[config.mk]
export PLATFORM = sky130hd
export DESIGN_NAME = host_mode_frame_receiver_flat
export DESIGN_NICKNAME = d
export VERILOG_FILES = /design/src/rtl/hmfr_pkg.sv /design/src/rtl/hmfr_if.sv /design/src/rtl/hmfr_decode.sv /design/src/rtl/hmfr_result_fifo.sv /design/src/rtl/host_mode_frame_receiver.sv /design/src/flat_wrapper.sv
export SDC_FILE = /design/constraint.sdc
export NUM_CORES = 1
export LEC_CHECK = 0
export BUFFER_PORTS_ARGS = -buffer_cell sky130_fd_sc_hd__buf_2
export CAP_MARGIN = 0
export CORE_ASPECT_RATIO = 1.2
export CORE_MARGIN = 3
export CORE_UTILIZATION = 56
export CTS_CLUSTER_DIAMETER = 50
export DETAILED_ROUTE_END_ITERATION = 12
export GPL_ROUTABILITY_DRIVEN = 0
export PLACE_DENSITY = 0.77
export SLEW_MARGIN = 20
export SYNTH_ARGS = -nofsm -noshare
export SYNTH_HDL_FRONTEND = slang
export SYNTH_SLANG_ARGS = --single-unit
[constraint.sdc]
create_clock -name clk -period 5.34 [get_ports clk]
set_input_delay 0.534 -clock clk [delete_from_list [all_inputs] [get_ports clk]]
set_output_delay 0.534 -clock clk [all_outputs]
set_load 0.01 [all_outputs]
[src/rtl/hmfr_pkg.sv]
package hmfr_pkg;

  localparam int CALL_MAX_DEF = 16;
  localparam int FIFO_DEPTH   = 4;

  localparam logic [7:0] DELIM   = 8'hC0;
  localparam logic [7:0] ESC     = 8'hDB;
  localparam logic [7:0] T_DELIM = 8'hDC;
  localparam logic [7:0] T_ESC   = 8'hDD;
  localparam logic [7:0] CTRL_MAX = 8'h0D;
  localparam logic [7:0] CMD_D   = 8'h44;
  localparam logic [7:0] CMD_I   = 8'h49;
  localparam logic [7:0] CMD_C   = 8'h43;
  localparam logic [7:0] CMD_S   = 8'h53;
  localparam logic [7:0] CHR_0   = 8'h30;
  localparam logic [7:0] CHR_1   = 8'h31;
  localparam logic [7:0] CHR_L   = 8'h4C;
  localparam logic [7:0] CHR_A   = 8'h41;
  localparam logic [7:0] CHR_Z   = 8'h5A;
  localparam logic [7:0] CHR_GT  = 8'h3E;
  localparam logic [7:0] CHR_NUL = 8'h00;
  localparam logic [7:0] CASE_OFS = 8'h20;

  localparam logic [3:0] LINK_LEN = 4'd10;
  localparam logic [3:0] STBY_LEN = 4'd15;

  typedef enum logic [2:0] {
    PH_HUNT   = 3'd0,
    PH_CMD    = 3'd1,
    PH_PORT   = 3'd2,
    PH_STREAM = 3'd3,
    PH_BODY   = 3'd4
  } phase_t;

  typedef enum logic [1:0] {
    SS_SKIP  = 2'd0,
    SS_MATCH = 2'd1,
    SS_CALL  = 2'd2,
    SS_IDLE  = 2'd3
  } substate_t;

  typedef enum logic [2:0] {
    K_DATA     = 3'd0,
    K_DATA_END = 3'd1,
    K_IRS      = 3'd2,
    K_ISS      = 3'd3,
    K_CALL     = 3'd4,
    K_LINKED   = 3'd5,
    K_DISC     = 3'd6,
    K_HUNT_ERR = 3'd7
  } kind_t;

  typedef struct packed {
    phase_t     phase;
    logic [7:0] command;
    logic [7:0] port;
    logic [7:0] stream;
    logic       esc;
    substate_t  sub;
    logic [3:0] pos;
    logic       linked;
  } state_t;

  typedef struct packed {
    kind_t      kind;
    logic [7:0] data;
    logic [7:0] port;
    logic [7:0] stream;
    logic       last;
  } result_t;

  // Text "<PACTOR STANDBY"; positions past the end repeat the last character.
  function automatic logic [7:0] stby_char(input logic [3:0] p);
    logic [7:0] c;
    case (p)
      4'd0:  c = 8'h3C;
      4'd1:  c = 8'h50;
      4'd2:  c = 8'h41;
      4'd3:  c = 8'h43;
      4'd4:  c = 8'h54;
      4'd5:  c = 8'h4F;
      4'd6:  c = 8'h52;
      4'd7:  c = 8'h20;
      4'd8:  c = 8'h53;
      4'd9:  c = 8'h54;
      4'd10: c = 8'h41;
      4'd11: c = 8'h4E;
      4'd12: c = 8'h44;
      4'd13: c = 8'h42;
      default: c = 8'h59;
    endcase
    return c;
  endfunction

  // Text "<LINKED TO"; positions past the end repeat the last character.
  function automatic logic [7:0] link_char(input logic [3:0] p);
    logic [7:0] c;
    case (p)
      4'd0: c = 8'h3C;
      4'd1: c = 8'h4C;
      4'd2: c = 8'h49;
      4'd3: c = 8'h4E;
      4'd4: c = 8'h4B;
      4'd5: c = 8'h45;
      4'd6: c = 8'h44;
      4'd7: c = 8'h20;
      4'd8: c = 8'h54;
      default: c = 8'h4F;
    endcase
    return c;
  endfunction

endpackage

[src/rtl/hmfr_if.sv]
interface hmfr_in_if;
  logic       valid;
  logic       ready;
  logic [7:0] rx_byte;
  modport source (output valid, output rx_byte, input ready);
  modport sink   (input valid, input rx_byte, output ready);
endinterface

interface hmfr_out_if;
  logic       valid;
  logic       ready;
  logic [2:0] kind;
  logic [7:0] out_byte;
  logic [7:0] frame_port;
  logic [7:0] frame_stream;
  logic       is_last;
  modport source (output valid, output kind, output out_byte, output frame_port,
                  output frame_stream, output is_last, input ready);
  modport sink   (input valid, input kind, input out_byte, input frame_port,
                  input frame_stream, input is_last, output ready);
endinterface

[src/rtl/hmfr_decode.sv]
module hmfr_decode #(
  parameter int CALL_MAX = hmfr_pkg::CALL_MAX_DEF,
  parameter int CNT_W    = $clog2(CALL_MAX + 1)
) (
  input  hmfr_pkg::state_t  st,
  input  logic [CNT_W-1:0]  cnt,
  input  logic [7:0]        rx_byte,
  output hmfr_pkg::state_t  st_nxt,
  output logic [CNT_W-1:0]  cnt_nxt,
  output hmfr_pkg::result_t res [2],
  output logic [1:0]        res_n
);

  function automatic hmfr_pkg::result_t mk(input hmfr_pkg::kind_t k, input logic [7:0] d,
                                           input hmfr_pkg::state_t s);
    hmfr_pkg::result_t r;
    r.kind   = k;
    r.data   = d;
    r.port   = s.port;
    r.stream = s.stream;
    r.last   = 1'b0;
    return r;
  endfunction

  always_comb begin
    hmfr_pkg::state_t  s;
    logic [CNT_W-1:0]  c;
    logic [1:0]        n;
    logic [7:0]        want;
    logic              is_cs;
    logic              done;
    hmfr_pkg::result_t r0;
    hmfr_pkg::result_t r1;
    s     = st;
    c     = cnt;
    n     = 2'd0;
    done  = 1'b0;
    want  = 8'h00;
    is_cs = (st.command == hmfr_pkg::CMD_C) || (st.command == hmfr_pkg::CMD_S);
    r0    = mk(hmfr_pkg::K_DATA, 8'h00, st);
    r1    = r0;

    case (st.phase)
      hmfr_pkg::PH_HUNT: begin
        if (rx_byte == hmfr_pkg::DELIM) begin
          s.phase  = hmfr_pkg::PH_CMD;
          s.esc    = 1'b0;
          s.sub    = hmfr_pkg::SS_SKIP;
          s.pos    = 4'd0;
          s.linked = 1'b0;
          c        = '0;
        end else begin
          r0 = mk(hmfr_pkg::K_HUNT_ERR, 8'h00, st);
          n  = 2'd1;
        end
      end
      hmfr_pkg::PH_CMD: begin
        if (rx_byte != hmfr_pkg::DELIM) begin
          s.command = rx_byte;
          s.phase   = hmfr_pkg::PH_PORT;
        end
      end
      hmfr_pkg::PH_PORT: begin
        if (rx_byte == hmfr_pkg::DELIM) begin
          s.phase = hmfr_pkg::PH_HUNT;
        end else begin
          s.port  = rx_byte;
          s.phase = hmfr_pkg::PH_STREAM;
        end
      end
      hmfr_pkg::PH_STREAM: begin
        if (rx_byte == hmfr_pkg::DELIM) begin
          s.phase = hmfr_pkg::PH_HUNT;
        end else begin
          s.stream = rx_byte;
          s.phase  = hmfr_pkg::PH_BODY;
        end
      end
      hmfr_pkg::PH_BODY: begin
        if (rx_byte == hmfr_pkg::DELIM) begin
          // Closing delimiter.
          if (st.command == hmfr_pkg::CMD_D) begin
            if (st.esc) begin
              r0 = mk(hmfr_pkg::K_DATA, hmfr_pkg::ESC, st);
              r1 = mk(hmfr_pkg::K_DATA_END, 8'h00, st);
              n  = 2'd2;
            end else begin
              r0 = mk(hmfr_pkg::K_DATA_END, 8'h00, st);
              n  = 2'd1;
            end
          end else if (st.command == hmfr_pkg::CMD_I) begin
            if (st.stream == hmfr_pkg::CHR_0) begin
              r0 = mk(hmfr_pkg::K_IRS, 8'h00, st);
              n  = 2'd1;
            end else if (st.stream == hmfr_pkg::CHR_1) begin
              r0 = mk(hmfr_pkg::K_ISS, 8'h00, st);
              n  = 2'd1;
            end
          end else if (is_cs) begin
            if (st.sub == hmfr_pkg::SS_CALL ||
                (st.sub == hmfr_pkg::SS_MATCH && st.linked && st.pos == hmfr_pkg::LINK_LEN)) begin
              r0 = mk(hmfr_pkg::K_LINKED, 8'h00, st);
              n  = 2'd1;
            end
          end
          s.phase = hmfr_pkg::PH_HUNT;
          s.esc   = 1'b0;
        end else if (st.command == hmfr_pkg::CMD_D) begin
          if (st.esc) begin
            if (rx_byte == hmfr_pkg::T_DELIM) begin
              s.esc = 1'b0;
              r0    = mk(hmfr_pkg::K_DATA, hmfr_pkg::DELIM, st);
              n     = 2'd1;
            end else if (rx_byte == hmfr_pkg::T_ESC) begin
              s.esc = 1'b0;
              r0    = mk(hmfr_pkg::K_DATA, hmfr_pkg::ESC, st);
              n     = 2'd1;
            end else if (rx_byte == hmfr_pkg::ESC) begin
              r0 = mk(hmfr_pkg::K_DATA, hmfr_pkg::ESC, st);
              n  = 2'd1;
            end else begin
              s.esc = 1'b0;
              r0    = mk(hmfr_pkg::K_DATA, hmfr_pkg::ESC, st);
              r1    = mk(hmfr_pkg::K_DATA, rx_byte, st);
              n     = 2'd2;
            end
          end else if (rx_byte == hmfr_pkg::ESC) begin
            s.esc = 1'b1;
          end else begin
            r0 = mk(hmfr_pkg::K_DATA, rx_byte, st);
            n  = 2'd1;
          end
        end else if (is_cs) begin
          // Status text: skip control bytes, match the text, then the callsign.
          if (s.sub == hmfr_pkg::SS_SKIP) begin
            if (rx_byte <= hmfr_pkg::CTRL_MAX) begin
              done = 1'b1;
            end else begin
              s.sub = hmfr_pkg::SS_MATCH;
              s.pos = 4'd0;
            end
          end
          if (!done && s.sub == hmfr_pkg::SS_MATCH) begin
            done = 1'b1;
            if (s.pos == 4'd1) begin
              s.linked = (rx_byte == hmfr_pkg::CHR_L);
            end
            if (s.linked && s.pos == hmfr_pkg::LINK_LEN) begin
              s.sub = hmfr_pkg::SS_CALL;
              c     = '0;
            end else begin
              want = s.linked ? hmfr_pkg::link_char(s.pos) : hmfr_pkg::stby_char(s.pos);
              if (rx_byte != want) begin
                s.sub = hmfr_pkg::SS_IDLE;
              end else begin
                s.pos = s.pos + 4'd1;
                if (!s.linked && s.pos == hmfr_pkg::STBY_LEN) begin
                  s.sub = hmfr_pkg::SS_IDLE;
                  r0    = mk(hmfr_pkg::K_DISC, 8'h00, st);
                  n     = 2'd1;
                end
              end
            end
          end
          if (!done && s.sub == hmfr_pkg::SS_CALL) begin
            if (rx_byte == hmfr_pkg::CHR_GT || rx_byte == hmfr_pkg::CHR_NUL) begin
              s.sub = hmfr_pkg::SS_IDLE;
              r0    = mk(hmfr_pkg::K_LINKED, 8'h00, st);
              n     = 2'd1;
            end else if (c < CNT_W'(CALL_MAX)) begin
              c = c + CNT_W'(1);
              if (rx_byte >= hmfr_pkg::CHR_A && rx_byte <= hmfr_pkg::CHR_Z) begin
                r0 = mk(hmfr_pkg::K_CALL, rx_byte + hmfr_pkg::CASE_OFS, st);
              end else begin
                r0 = mk(hmfr_pkg::K_CALL, rx_byte, st);
              end
              n = 2'd1;
            end
          end
        end
      end
      default: begin
        s.phase = hmfr_pkg::PH_HUNT;
      end
    endcase

    if (n == 2'd1) begin
      r0.last = 1'b1;
    end
    r1.last = 1'b1;

    st_nxt  = s;
    cnt_nxt = c;
    res[0]  = r0;
    res[1]  = r1;
    res_n   = n;
  end

endmodule

[src/rtl/hmfr_result_fifo.sv]
module hmfr_result_fifo #(
  parameter int DEPTH = hmfr_pkg::FIFO_DEPTH
) (
  input  logic              clk,
  input  logic              rst_n,
  input  hmfr_pkg::result_t push_data [2],
  input  logic [1:0]        push_n,
  output logic              space_ok,
  output logic              pop_valid,
  input  logic              pop_ready,
  output hmfr_pkg::result_t pop_data
);

  localparam int PTR_W = $clog2(DEPTH);
  localparam int CNT_W = $clog2(DEPTH + 1);

  hmfr_pkg::result_t mem_r [DEPTH];
  logic [PTR_W-1:0]  wr_ptr_r, wr_ptr_nxt, wr_ptr_p1;
  logic [PTR_W-1:0]  rd_ptr_r, rd_ptr_nxt;
  logic [CNT_W-1:0]  count_r, count_nxt;
  logic              pop;

  assign pop       = pop_valid && pop_ready;
  assign pop_valid = (count_r != '0);
  assign pop_data  = mem_r[rd_ptr_r];
  // Room is kept for the largest burst one input byte can cause.
  assign space_ok  = (count_r <= CNT_W'(DEPTH - 2));
  assign wr_ptr_p1 = wr_ptr_r + PTR_W'(1);

  always_comb begin
    wr_ptr_nxt = wr_ptr_r + PTR_W'(push_n);
    rd_ptr_nxt = rd_ptr_r + PTR_W'(pop);
    count_nxt  = count_r + CNT_W'(push_n) - CNT_W'(pop);
  end

  always_ff @(posedge clk) begin
    if (!rst_n) begin
      wr_ptr_r <= '0;
      rd_ptr_r <= '0;
      count_r  <= '0;
    end else begin
      wr_ptr_r <= wr_ptr_nxt;
      rd_ptr_r <= rd_ptr_nxt;
      count_r  <= count_nxt;
    end
  end

  always_ff @(posedge clk) begin
    if (push_n != 2'd0) begin
      mem_r[wr_ptr_r] <= push_data[0];
    end
    if (push_n == 2'd2) begin
      mem_r[wr_ptr_p1] <= push_data[1];
    end
  end

endmodule

[src/rtl/host_mode_frame_receiver.sv]
// Channel   Direction  Fields                                            Handshake
// in_ch     in         rx_byte[7:0]                                      valid/ready
// out_ch    out        kind[2:0] out_byte[7:0] frame_port[7:0]           valid/ready
//                      frame_stream[7:0] is_last
//
// One received byte is accepted per cycle while input ready is high; its results (none, one
// or two) are decoded in the same cycle and written into a four-entry result queue, which
// drives the output channel, and are registered there before they appear on it.
// Reset (synchronous, active low) returns the deframer to hunting and empties the queue.
// Input ready drops only when the queue has fewer than two free entries, so a stalled
// output side stops input requests once the queue is nearly full and nothing is dropped.
module host_mode_frame_receiver #(
  parameter int CALL_MAX = hmfr_pkg::CALL_MAX_DEF
) (
  input logic        clk,
  input logic        rst_n,
  hmfr_in_if.sink    in_ch,
  hmfr_out_if.source out_ch
);

  localparam int CNT_W = $clog2(CALL_MAX + 1);

  // Deframer state: frame phase, header bytes, escape flag and status-text matcher.
  hmfr_pkg::state_t  st_r, st_nxt;
  // Number of callsign bytes passed on in the current linked message.
  logic [CNT_W-1:0]  cnt_r, cnt_nxt;

  hmfr_pkg::result_t dec_res [2];
  logic [1:0]        dec_n;
  logic [1:0]        push_n;
  logic              space_ok;
  logic              accept;
  hmfr_pkg::result_t head;

  assign in_ch.ready = space_ok;
  assign accept      = in_ch.valid && space_ok;
  // Results enter the queue only for a byte that is actually taken.
  assign push_n      = accept ? dec_n : 2'd0;

  hmfr_decode #(
    .CALL_MAX (CALL_MAX),
    .CNT_W    (CNT_W)
  ) u_decode (
    .st      (st_r),
    .cnt     (cnt_r),
    .rx_byte (in_ch.rx_byte),
    .st_nxt  (st_nxt),
    .cnt_nxt (cnt_nxt),
    .res     (dec_res),
    .res_n   (dec_n)
  );

  always_ff @(posedge clk) begin
    if (!rst_n) begin
      st_r.phase   <= hmfr_pkg::PH_HUNT;
      st_r.command <= 8'h00;
      st_r.port    <= 8'h00;
      st_r.stream  <= 8'h00;
      st_r.esc     <= 1'b0;
      st_r.sub     <= hmfr_pkg::SS_SKIP;
      st_r.pos     <= 4'd0;
      st_r.linked  <= 1'b0;
      cnt_r        <= '0;
    end else if (accept) begin
      st_r  <= st_nxt;
      cnt_r <= cnt_nxt;
    end
  end

  hmfr_result_fifo #(
    .DEPTH (hmfr_pkg::FIFO_DEPTH)
  ) u_fifo (
    .clk       (clk),
    .rst_n     (rst_n),
    .push_data (dec_res),
    .push_n    (push_n),
    .space_ok  (space_ok),
    .pop_valid (out_ch.valid),
    .pop_ready (out_ch.ready),
    .pop_data  (head)
  );

  assign out_ch.kind         = head.kind;
  assign out_ch.out_byte     = head.data;
  assign out_ch.frame_port   = head.port;
  assign out_ch.frame_stream = head.stream;
  assign out_ch.is_last      = head.last;

endmodule

[src/flat_wrapper.sv]
// flat-port wrapper written by rule: the top's interface ports become plain ports
module host_mode_frame_receiver_flat 
#(
  parameter int CALL_MAX = hmfr_pkg::CALL_MAX_DEF
)
  (clk, rst_n, in_ch_valid, in_ch_rx_byte, in_ch_ready, out_ch_valid, out_ch_kind, out_ch_out_byte, out_ch_frame_port, out_ch_frame_stream, out_ch_is_last, out_ch_ready);
  hmfr_in_if in_ch_i ();
  hmfr_out_if out_ch_i ();
  input logic clk;
  input logic rst_n;
  input wire logic [$bits(in_ch_i.valid)-1:0] in_ch_valid;
  input wire logic [$bits(in_ch_i.rx_byte)-1:0] in_ch_rx_byte;
  output wire logic [$bits(in_ch_i.ready)-1:0] in_ch_ready;
  output wire logic [$bits(out_ch_i.valid)-1:0] out_ch_valid;
  output wire logic [$bits(out_ch_i.kind)-1:0] out_ch_kind;
  output wire logic [$bits(out_ch_i.out_byte)-1:0] out_ch_out_byte;
  output wire logic [$bits(out_ch_i.frame_port)-1:0] out_ch_frame_port;
  output wire logic [$bits(out_ch_i.frame_stream)-1:0] out_ch_frame_stream;
  output wire logic [$bits(out_ch_i.is_last)-1:0] out_ch_is_last;
  input wire logic [$bits(out_ch_i.ready)-1:0] out_ch_ready;
  assign in_ch_i.valid = in_ch_valid;
  assign in_ch_i.rx_byte = in_ch_rx_byte;
  assign in_ch_ready = in_ch_i.ready;
  assign out_ch_valid = out_ch_i.valid;
  assign out_ch_kind = out_ch_i.kind;
  assign out_ch_out_byte = out_ch_i.out_byte;
  assign out_ch_frame_port = out_ch_i.frame_port;
  assign out_ch_frame_stream = out_ch_i.frame_stream;
  assign out_ch_is_last = out_ch_i.is_last;
  assign out_ch_i.ready = out_ch_ready;
  host_mode_frame_receiver #(.CALL_MAX(CALL_MAX)) u_core (.clk(clk), .rst_n(rst_n), .in_ch(in_ch_i), .out_ch(out_ch_i));
endmodule
Word level (Yosys, flattened, before mapping)
Memory sizes are Yosys's and may differ from the RTL's. A register that Yosys moved wholly into a read port is not among the register bits.
Cells that the tools add are included.
- add/subtract/negate cells: 8
- order comparisons: 5
- equal/unequal tests: 36
- multiplexer cells: 141
- bitwise gates (word level): 1
- reduce and logical (&&, ||, !) cells: 28
- operator list (cell ; count):
    two-way mux 28 bit ; 18
    two-way mux 25 bit ; 6
    two-way mux 8 bit ; 14
    two-way mux 26 bit ; 3
    two-way mux 5 bit ; 13
    two-way mux 7 bit ; 8
    case mux 28 bit (2 select lines) ; 1
    two-way mux 27 bit ; 2
    two-way mux 2 bit ; 21
    equality test 8 x 7 -> 1 bit (second input constant) ; 5
    two-way mux 1 bit ; 38
    two-way mux 6 bit ; 6
    equality test 8 bit (second input constant) ; 4
    equality test 8 x 6 -> 1 bit (second input constant) ; 3
    two-way mux 22 bit ; 1
    case mux 8 bit (2 select lines) ; 1
    case mux 3 bit (5 select lines) ; 1
    != test 2 bit (second input constant) ; 7
    equality test 4 bit (second input constant) ; 3
    two-way mux 11 bit ; 1
    case mux 5 bit (2 select lines) ; 1
    logical AND 1 bit ; 9
    two-way mux 3 bit ; 3
    AND reduction 3 bit ; 3
    35 further kinds ; 47
- flip-flop bits (word level): 47
- bits in writable memories: 112
- bits in read-only memories: 224
- bits of input ports: 12
- memories: 3
- memories (memory ; depth ; width ; read ports ; clocked after memory_dff ; write ports ; RTL line ; RTL):
    (name not given) ; 16 ; 7 ; 1 ; 0 ; 0 ; hmfr_pkg.sv:98 ; case (p)
    (name not given) ; 16 ; 7 ; 1 ; 0 ; 0 ; hmfr_pkg.sv:75 ; case (p)
    u_core.u_fifo.mem_r ; 4 ; 28 ; 1 ; 1 ; 2 ; hmfr_result_fifo.sv:17 ; hmfr_pkg::result_t mem_r [DEPTH];

Longest topological paths before layout
- depth in word-level cells: 41
- gate-level depth with buffers: 24

Hierarchy
A second synthesis with hierarchy kept.
- cells, all modules: 914
- area total of the unflattened synthesis: 10283.6 µm²
- by module, submodules not included (module ; times used ; cells each ; area an instance (µm²) ; seq. area each (µm²)):
    hmfr_result_fifo ; 1 ; 316 ; 5993.2 ; 3503.4
    hmfr_decode ; 1 ; 412 ; 2533.7 ; 0.0
    host_mode_frame_receiver ; 1 ; 186 ; 1756.7 ; 800.8

Worst setup path after synthesis
OpenSTA, ideal clock, no wires.
- path kind: input -> register
- start point: in in_ch_rx_byte[4]
- end point: mem u_core.u_fifo.mem_r[1][10] in the netlist's numbering (enable)
- library setup time: 0.407 ns
- arrival time: 5.073 ns
- required time: 4.933 ns
- setup slack: -0.140 ns
- stages: 15
- buffers on the path: 3
- cell sequence: or4_4 o21ai_4 clkbuf_1 nand2_1 inv_1 ha_1 buf_1 xor2_1 nand4_1 or3_4 or4b_4 o31ai_4 a21oi_1 clkbuf_1 nor2_1
- RTL lines (what ; RTL line ; RTL):
    start: declaration ; flat_wrapper.sv:12 ; input wire logic [$bits(in_ch_i.rx_byte)-1:0] in_ch_rx_byte;
    end: declaration ; hmfr_result_fifo.sv:17 ;

Worst setup path in the final report
- start point: in in_ch_rx_byte[4]
- end point: reg u_core.u_fifo.count_r[2]
- cells in the longest elaborated chain, start to end: 34
- elaborated cells between the ends (all ways): 96
- ends and longest elaborated chain (what ; RTL line ; RTL):
    branches (longest 30 deep; another with <= comparator 8 x 4 -> 1 bit) ; n/a ;
    case mux 2 bit (2 select lines) * ; hmfr_decode.sv:43 ; case (st.phase)
    two-way mux 2 bit * ; host_mode_frame_receiver.sv:38 ; assign push_n = accept ? dec_n : 2'd0;
    adder 3 x 2 -> 3 bit * ; hmfr_result_fifo.sv:33 ; count_nxt = count_r + CNT_W'(push_n) - CNT_W'(pop);
    subtractor 3 x 1 -> 3 bit * ; hmfr_result_fifo.sv:33 ;
    end signal: assignment ; hmfr_result_fifo.sv:44 ; count_r <= count_nxt;
    end: declaration ; hmfr_result_fifo.sv:20 ; logic [CNT_W-1:0] count_r, count_nxt;
Mark *: on every way between the ends. The select of a mux whose other input is x is not followed.
A chain may end at the register's enable or synchronous reset.

==> results.sh <==
export IMPL_status="finished, final reports clean"
export IMPL_final_max_slew_viol_count=0
export IMPL_use_met3_pct=6.299
export IMPL_start_util_pct=57.20
export IMPL_leakagePower_nw=3.561
export IMPL_seqPwrFrac_pct=42.9
export IMPL_clkLatencyLatePin_ps=430
export IMPL_finalCritPeriodShare_pct=87.58
export IMPL_overflow=0
export IMPL_start_kind="primary input"
export IMPL_top_usage_layer="met2"
export IMPL_endpoint_kind="flip-flop"
export IMPL_fin_area_um2=10010
export IMPL_r2r_start="u_core.st_r[6]"
export IMPL_synth_seq_area_share_pct=46.77
export IMPL_cts_tree="yes"
export IMPL_hold_start="u_core.u_fifo.mem_r[3][0]"
export IMPL_first_global_vias=6925
export IMPL_pin_count=42
export IMPL_setup_viol=0
export IMPL_power_switching_share_pct=29.53
export IMPL_yosysWarnings=0
export IMPL_dieArea_um2=17530
export IMPL_drc_errors=0
export IMPL_synth_ff_type="edfxtp_1"
export IMPL_fin_ws_ps=663.3
export IMPL_h_tree_depth=4
export IMPL_fillers=1235
export IMPL_antenna_cells=0
export IMPL_crit_arrival_ps=4960
export IMPL_cap_violations=0
export IMPL_synth_edf_count=100
export IMPL_cts_sinks=159
export IMPL_finalHoldViolCount=0
export IMPL_syn_area_um2=8946
export IMPL_grt_pass1_wl_um=36770
export IMPL_switchingPower_mw=1.058
export IMPL_cts_root_buf="clkbuf_16"
export IMPL_post_place_cells=1060
export IMPL_clock_path_buffers=2
export IMPL_area_growth_pct=11.85
export IMPL_fin_nets=897
export IMPL_setup_tns_final_ps=0
export IMPL_p_total_mw=3.582
export IMPL_hold_buffers=0
export IMPL_synth_nets=871
export IMPL_drive_gt1_share_pct=18.67
export IMPL_routed_wl_um=22860
export IMPL_vias=7092
export IMPL_cp_max_fo=8
export IMPL_rsz0062_at_grt="no"
export IMPL_num_rows=50
export IMPL_p_int_mw=2.524
export IMPL_ys_seq_elements=159
export IMPL_clock_skew_ps=14.11
export IMPL_use_met2_pct=44.16
export IMPL_die_w_um=121.4
export IMPL_io_buffers=41
export IMPL_cts_inserted_buffers=17
export IMPL_gr_usage_all_layers_pct=26.98
export IMPL_antenna_found_initial=0
export IMPL_worst_hold_path_type="flip-flop to flip-flop"
export IMPL_worstSetupStartpoint="in_ch_rx_byte[4]"
export IMPL_grtUsageMet1_pct=34.09
export IMPL_ant_nets=0
export IMPL_max_slew_margin_pct=27.88
export IMPL_peakVddDrop_mv=0.2154
export IMPL_placed_area_um2=9370
export IMPL_async_reset_ff_share_pct=0
export IMPL_die_h_um=144.5
export IMPL_p_clk_share_pct=36.1
export IMPL_dr_pass1_iters=6
export IMPL_yosys_cell_types_count=80
export IMPL_hpwl_um=15390
export IMPL_avgSynthCellArea_um2=10.59
export IMPL_combPwrFrac_pct=21.0
export IMPL_syn_instance_count=845
export IMPL_cp_data_required_time_ps=5620
export IMPL_p_per_area_nw_per_um2=358.0
export IMPL_post_place_ws_ps=234.3
export IMPL_path_clk_slew_ps=70
export IMPL_drt_iter0_drc=872
export IMPL_post_cts_buffers=0
export IMPL_fin_cells=1092
export IMPL_grt_max_degree=36
export IMPL_fin_crit_ps=4677
export IMPL_core_area_um2=15640
export IMPL_timing_fmax_ghz=0.2138
export IMPL_worstSetupPathType="primary input to flip-flop"
export IMPL_routedWlPerCell_um=20.93
export IMPL_worst_slew_pin_slew_ps=1081
export IMPL_vias_per_cell=6.495
export IMPL_ctsResizeCount=0
power by group through the flow:
stage	registers (mW)	clock network [mW]	logic (mW)
3_5_place_dp	1.57	0	0.749
2_1_floorplan	1.49	0	0.565
3_3_place_gp	1.56	0	0.738
5_1_grt	1.55	1.36	0.815
6_report	1.54	1.29	0.752
4_1_cts	1.54	1.30	0.754
Yosys cell counts (3+ instances only):
cell type | count | share of area, %
nor3b_1 | 5 | 0.42
a21o_1 | 6 | 0.50
buf_1 | 8 | 0.34
nand4_1 | 8 | 0.56
or4_1 | 4 | 0.34
inv_1 | 20 | 0.84
nand3b_1 | 6 | 0.50
a32o_1 | 3 | 0.34
o21ai_0 | 42 | 2.3
mux2i_1 | 30 | 3.4
mux4_2 | 28 | 7.0
o21a_1 | 6 | 0.50
a221oi_1 | 3 | 0.29
nand2b_1 | 6 | 0.42
nand2_1 | 52 | 2.2
a21oi_1 | 31 | 1.7
xnor2_1 | 8 | 0.78
ha_1 | 13 | 1.8
o211a_1 | 7 | 0.78
and2_1 | 14 | 0.98
o22ai_1 | 26 | 1.8
nand3_1 | 26 | 1.5
a311oi_1 | 5 | 0.49
nor2_1 | 65 | 2.7
and3_1 | 43 | 3.0
a31oi_1 | 7 | 0.49
or3_1 | 7 | 0.49
o211ai_1 | 10 | 0.84
nor2b_2 | 8 | 0.78
o31ai_1 | 3 | 0.25
nor2b_1 | 36 | 2.5
and4_1 | 4 | 0.39
nor3_1 | 18 | 1.0
dfxtp_1 | 59 | 13
buf_2 | 10 | 0.56
edfxtp_1 | 100 | 34
nor4b_1 | 5 | 0.49
a211oi_1 | 10 | 0.84
clkbuf_1 | 38 | 1.6
mux2_2 | 12 | 1.5
critical path, cell delays in order:
cell and delay (ps):
buf_2 110, or4_4 570, o21ai_4 190, nand2_1 110
inv_1 180, ha_1 340, o211ai_1 140, a21oi_1 190
a211oi_1 70, mux2_2 310, a311oi_1 330, nand4_1 230
o31ai_4 280, inv_1 110, ha_1 300, inv_1 60
ha_1 130, inv_1 50, fa_1 370, xnor2_1 180
xnor2_1 140, nor2_1 50
stage by stage:
stage / hold WS, ps / util (%)
after floorplan: 419.5 / -
after detailed placement: 443.4 / 59.91
after global routing: 481.4 / 63.98
after global placement: 438.8 / 59.91
after CTS: 459.9 / 63.92
final: 456.0 / 63.98
cell usage in the layout (no fill, tap or decap), types with 7 or more instances in the layout:
cell type / n
edfxtp_1: 100
nor2_1: 63
dfxtp_1: 58
nand2_1: 52
and3_1: 43
o21ai_0: 42
buf_2: 41
nor2b_1: 36
a21oi_1: 31
mux2i_1: 30
mux4_2: 28
nand3_1: 26
o22ai_1: 26
buf_4: 25
inv_1: 20
nor3_1: 18
clkbuf_16: 17
and2_1: 14
ha_1: 13
mux2_2: 12
o211ai_1: 10
a211oi_1: 10
nand4_1: 8
xnor2_1: 8
nor2b_2: 8
or3_1: 7
o211a_1: 7
a31oi_1: 7
per-layer routing:
layer  share of wire [%]  up-vias
met5                   0        -
met2                  49      346
met4                 3.7        0
met1                  40     3405
met3                 6.9       68
li1                    -     3273
flip-flops by register name, indices dropped and copies added, names as in the netlist:
signal	flops
u_core.cnt_r	5
u_core.st_r	35
u_core.u_fifo.count_r	3
u_core.u_fifo.mem_r	112
u_core.u_fifo.rd_ptr_r	2
u_core.u_fifo.wr_ptr_r	2
worst paths after layout:
kind | endpoint | slack, ps | cells past startpoint
setup / recovery | u_core.u_fifo.count_r[2] | 660 | 22
hold / removal | u_core.u_fifo.mem_r[3][0] | 460 | 2
setup reg to reg | u_core.u_fifo.count_r[2] | 820 | 21
hold reg to reg | u_core.u_fifo.mem_r[3][0] | 460 | 2
layout make-up:
type,count,area [µm²],area share [%]
Multi-Input combinational cell,605,4442,44.39
Sequential cell,159,4185,41.83
Clock buffer,17,425.4,4.252
Timing Repair Buffer,67,412.9,4.127
Tap cell,208,260.3,2.601
Clock inverter,15,201.4,2.013
Inverter,21,78.83,0.7878
logic make-up (layout without fill, tap and decap cells):
logic type,Yosys count,in the layout,share of synthesized area [%]
and+or+nand+nor,322,322,19.97
DFF,159,159,46.77
buffers and inverters,81,120,3.734
xor gates and xnor gates,10,10,0.9791
AOI/OAI and AO/OA,189,189,14.59
adders and majority gates,14,14,2.042
muxes,70,70,11.92
No activity file was read; power rests on OpenSTA's default activity.
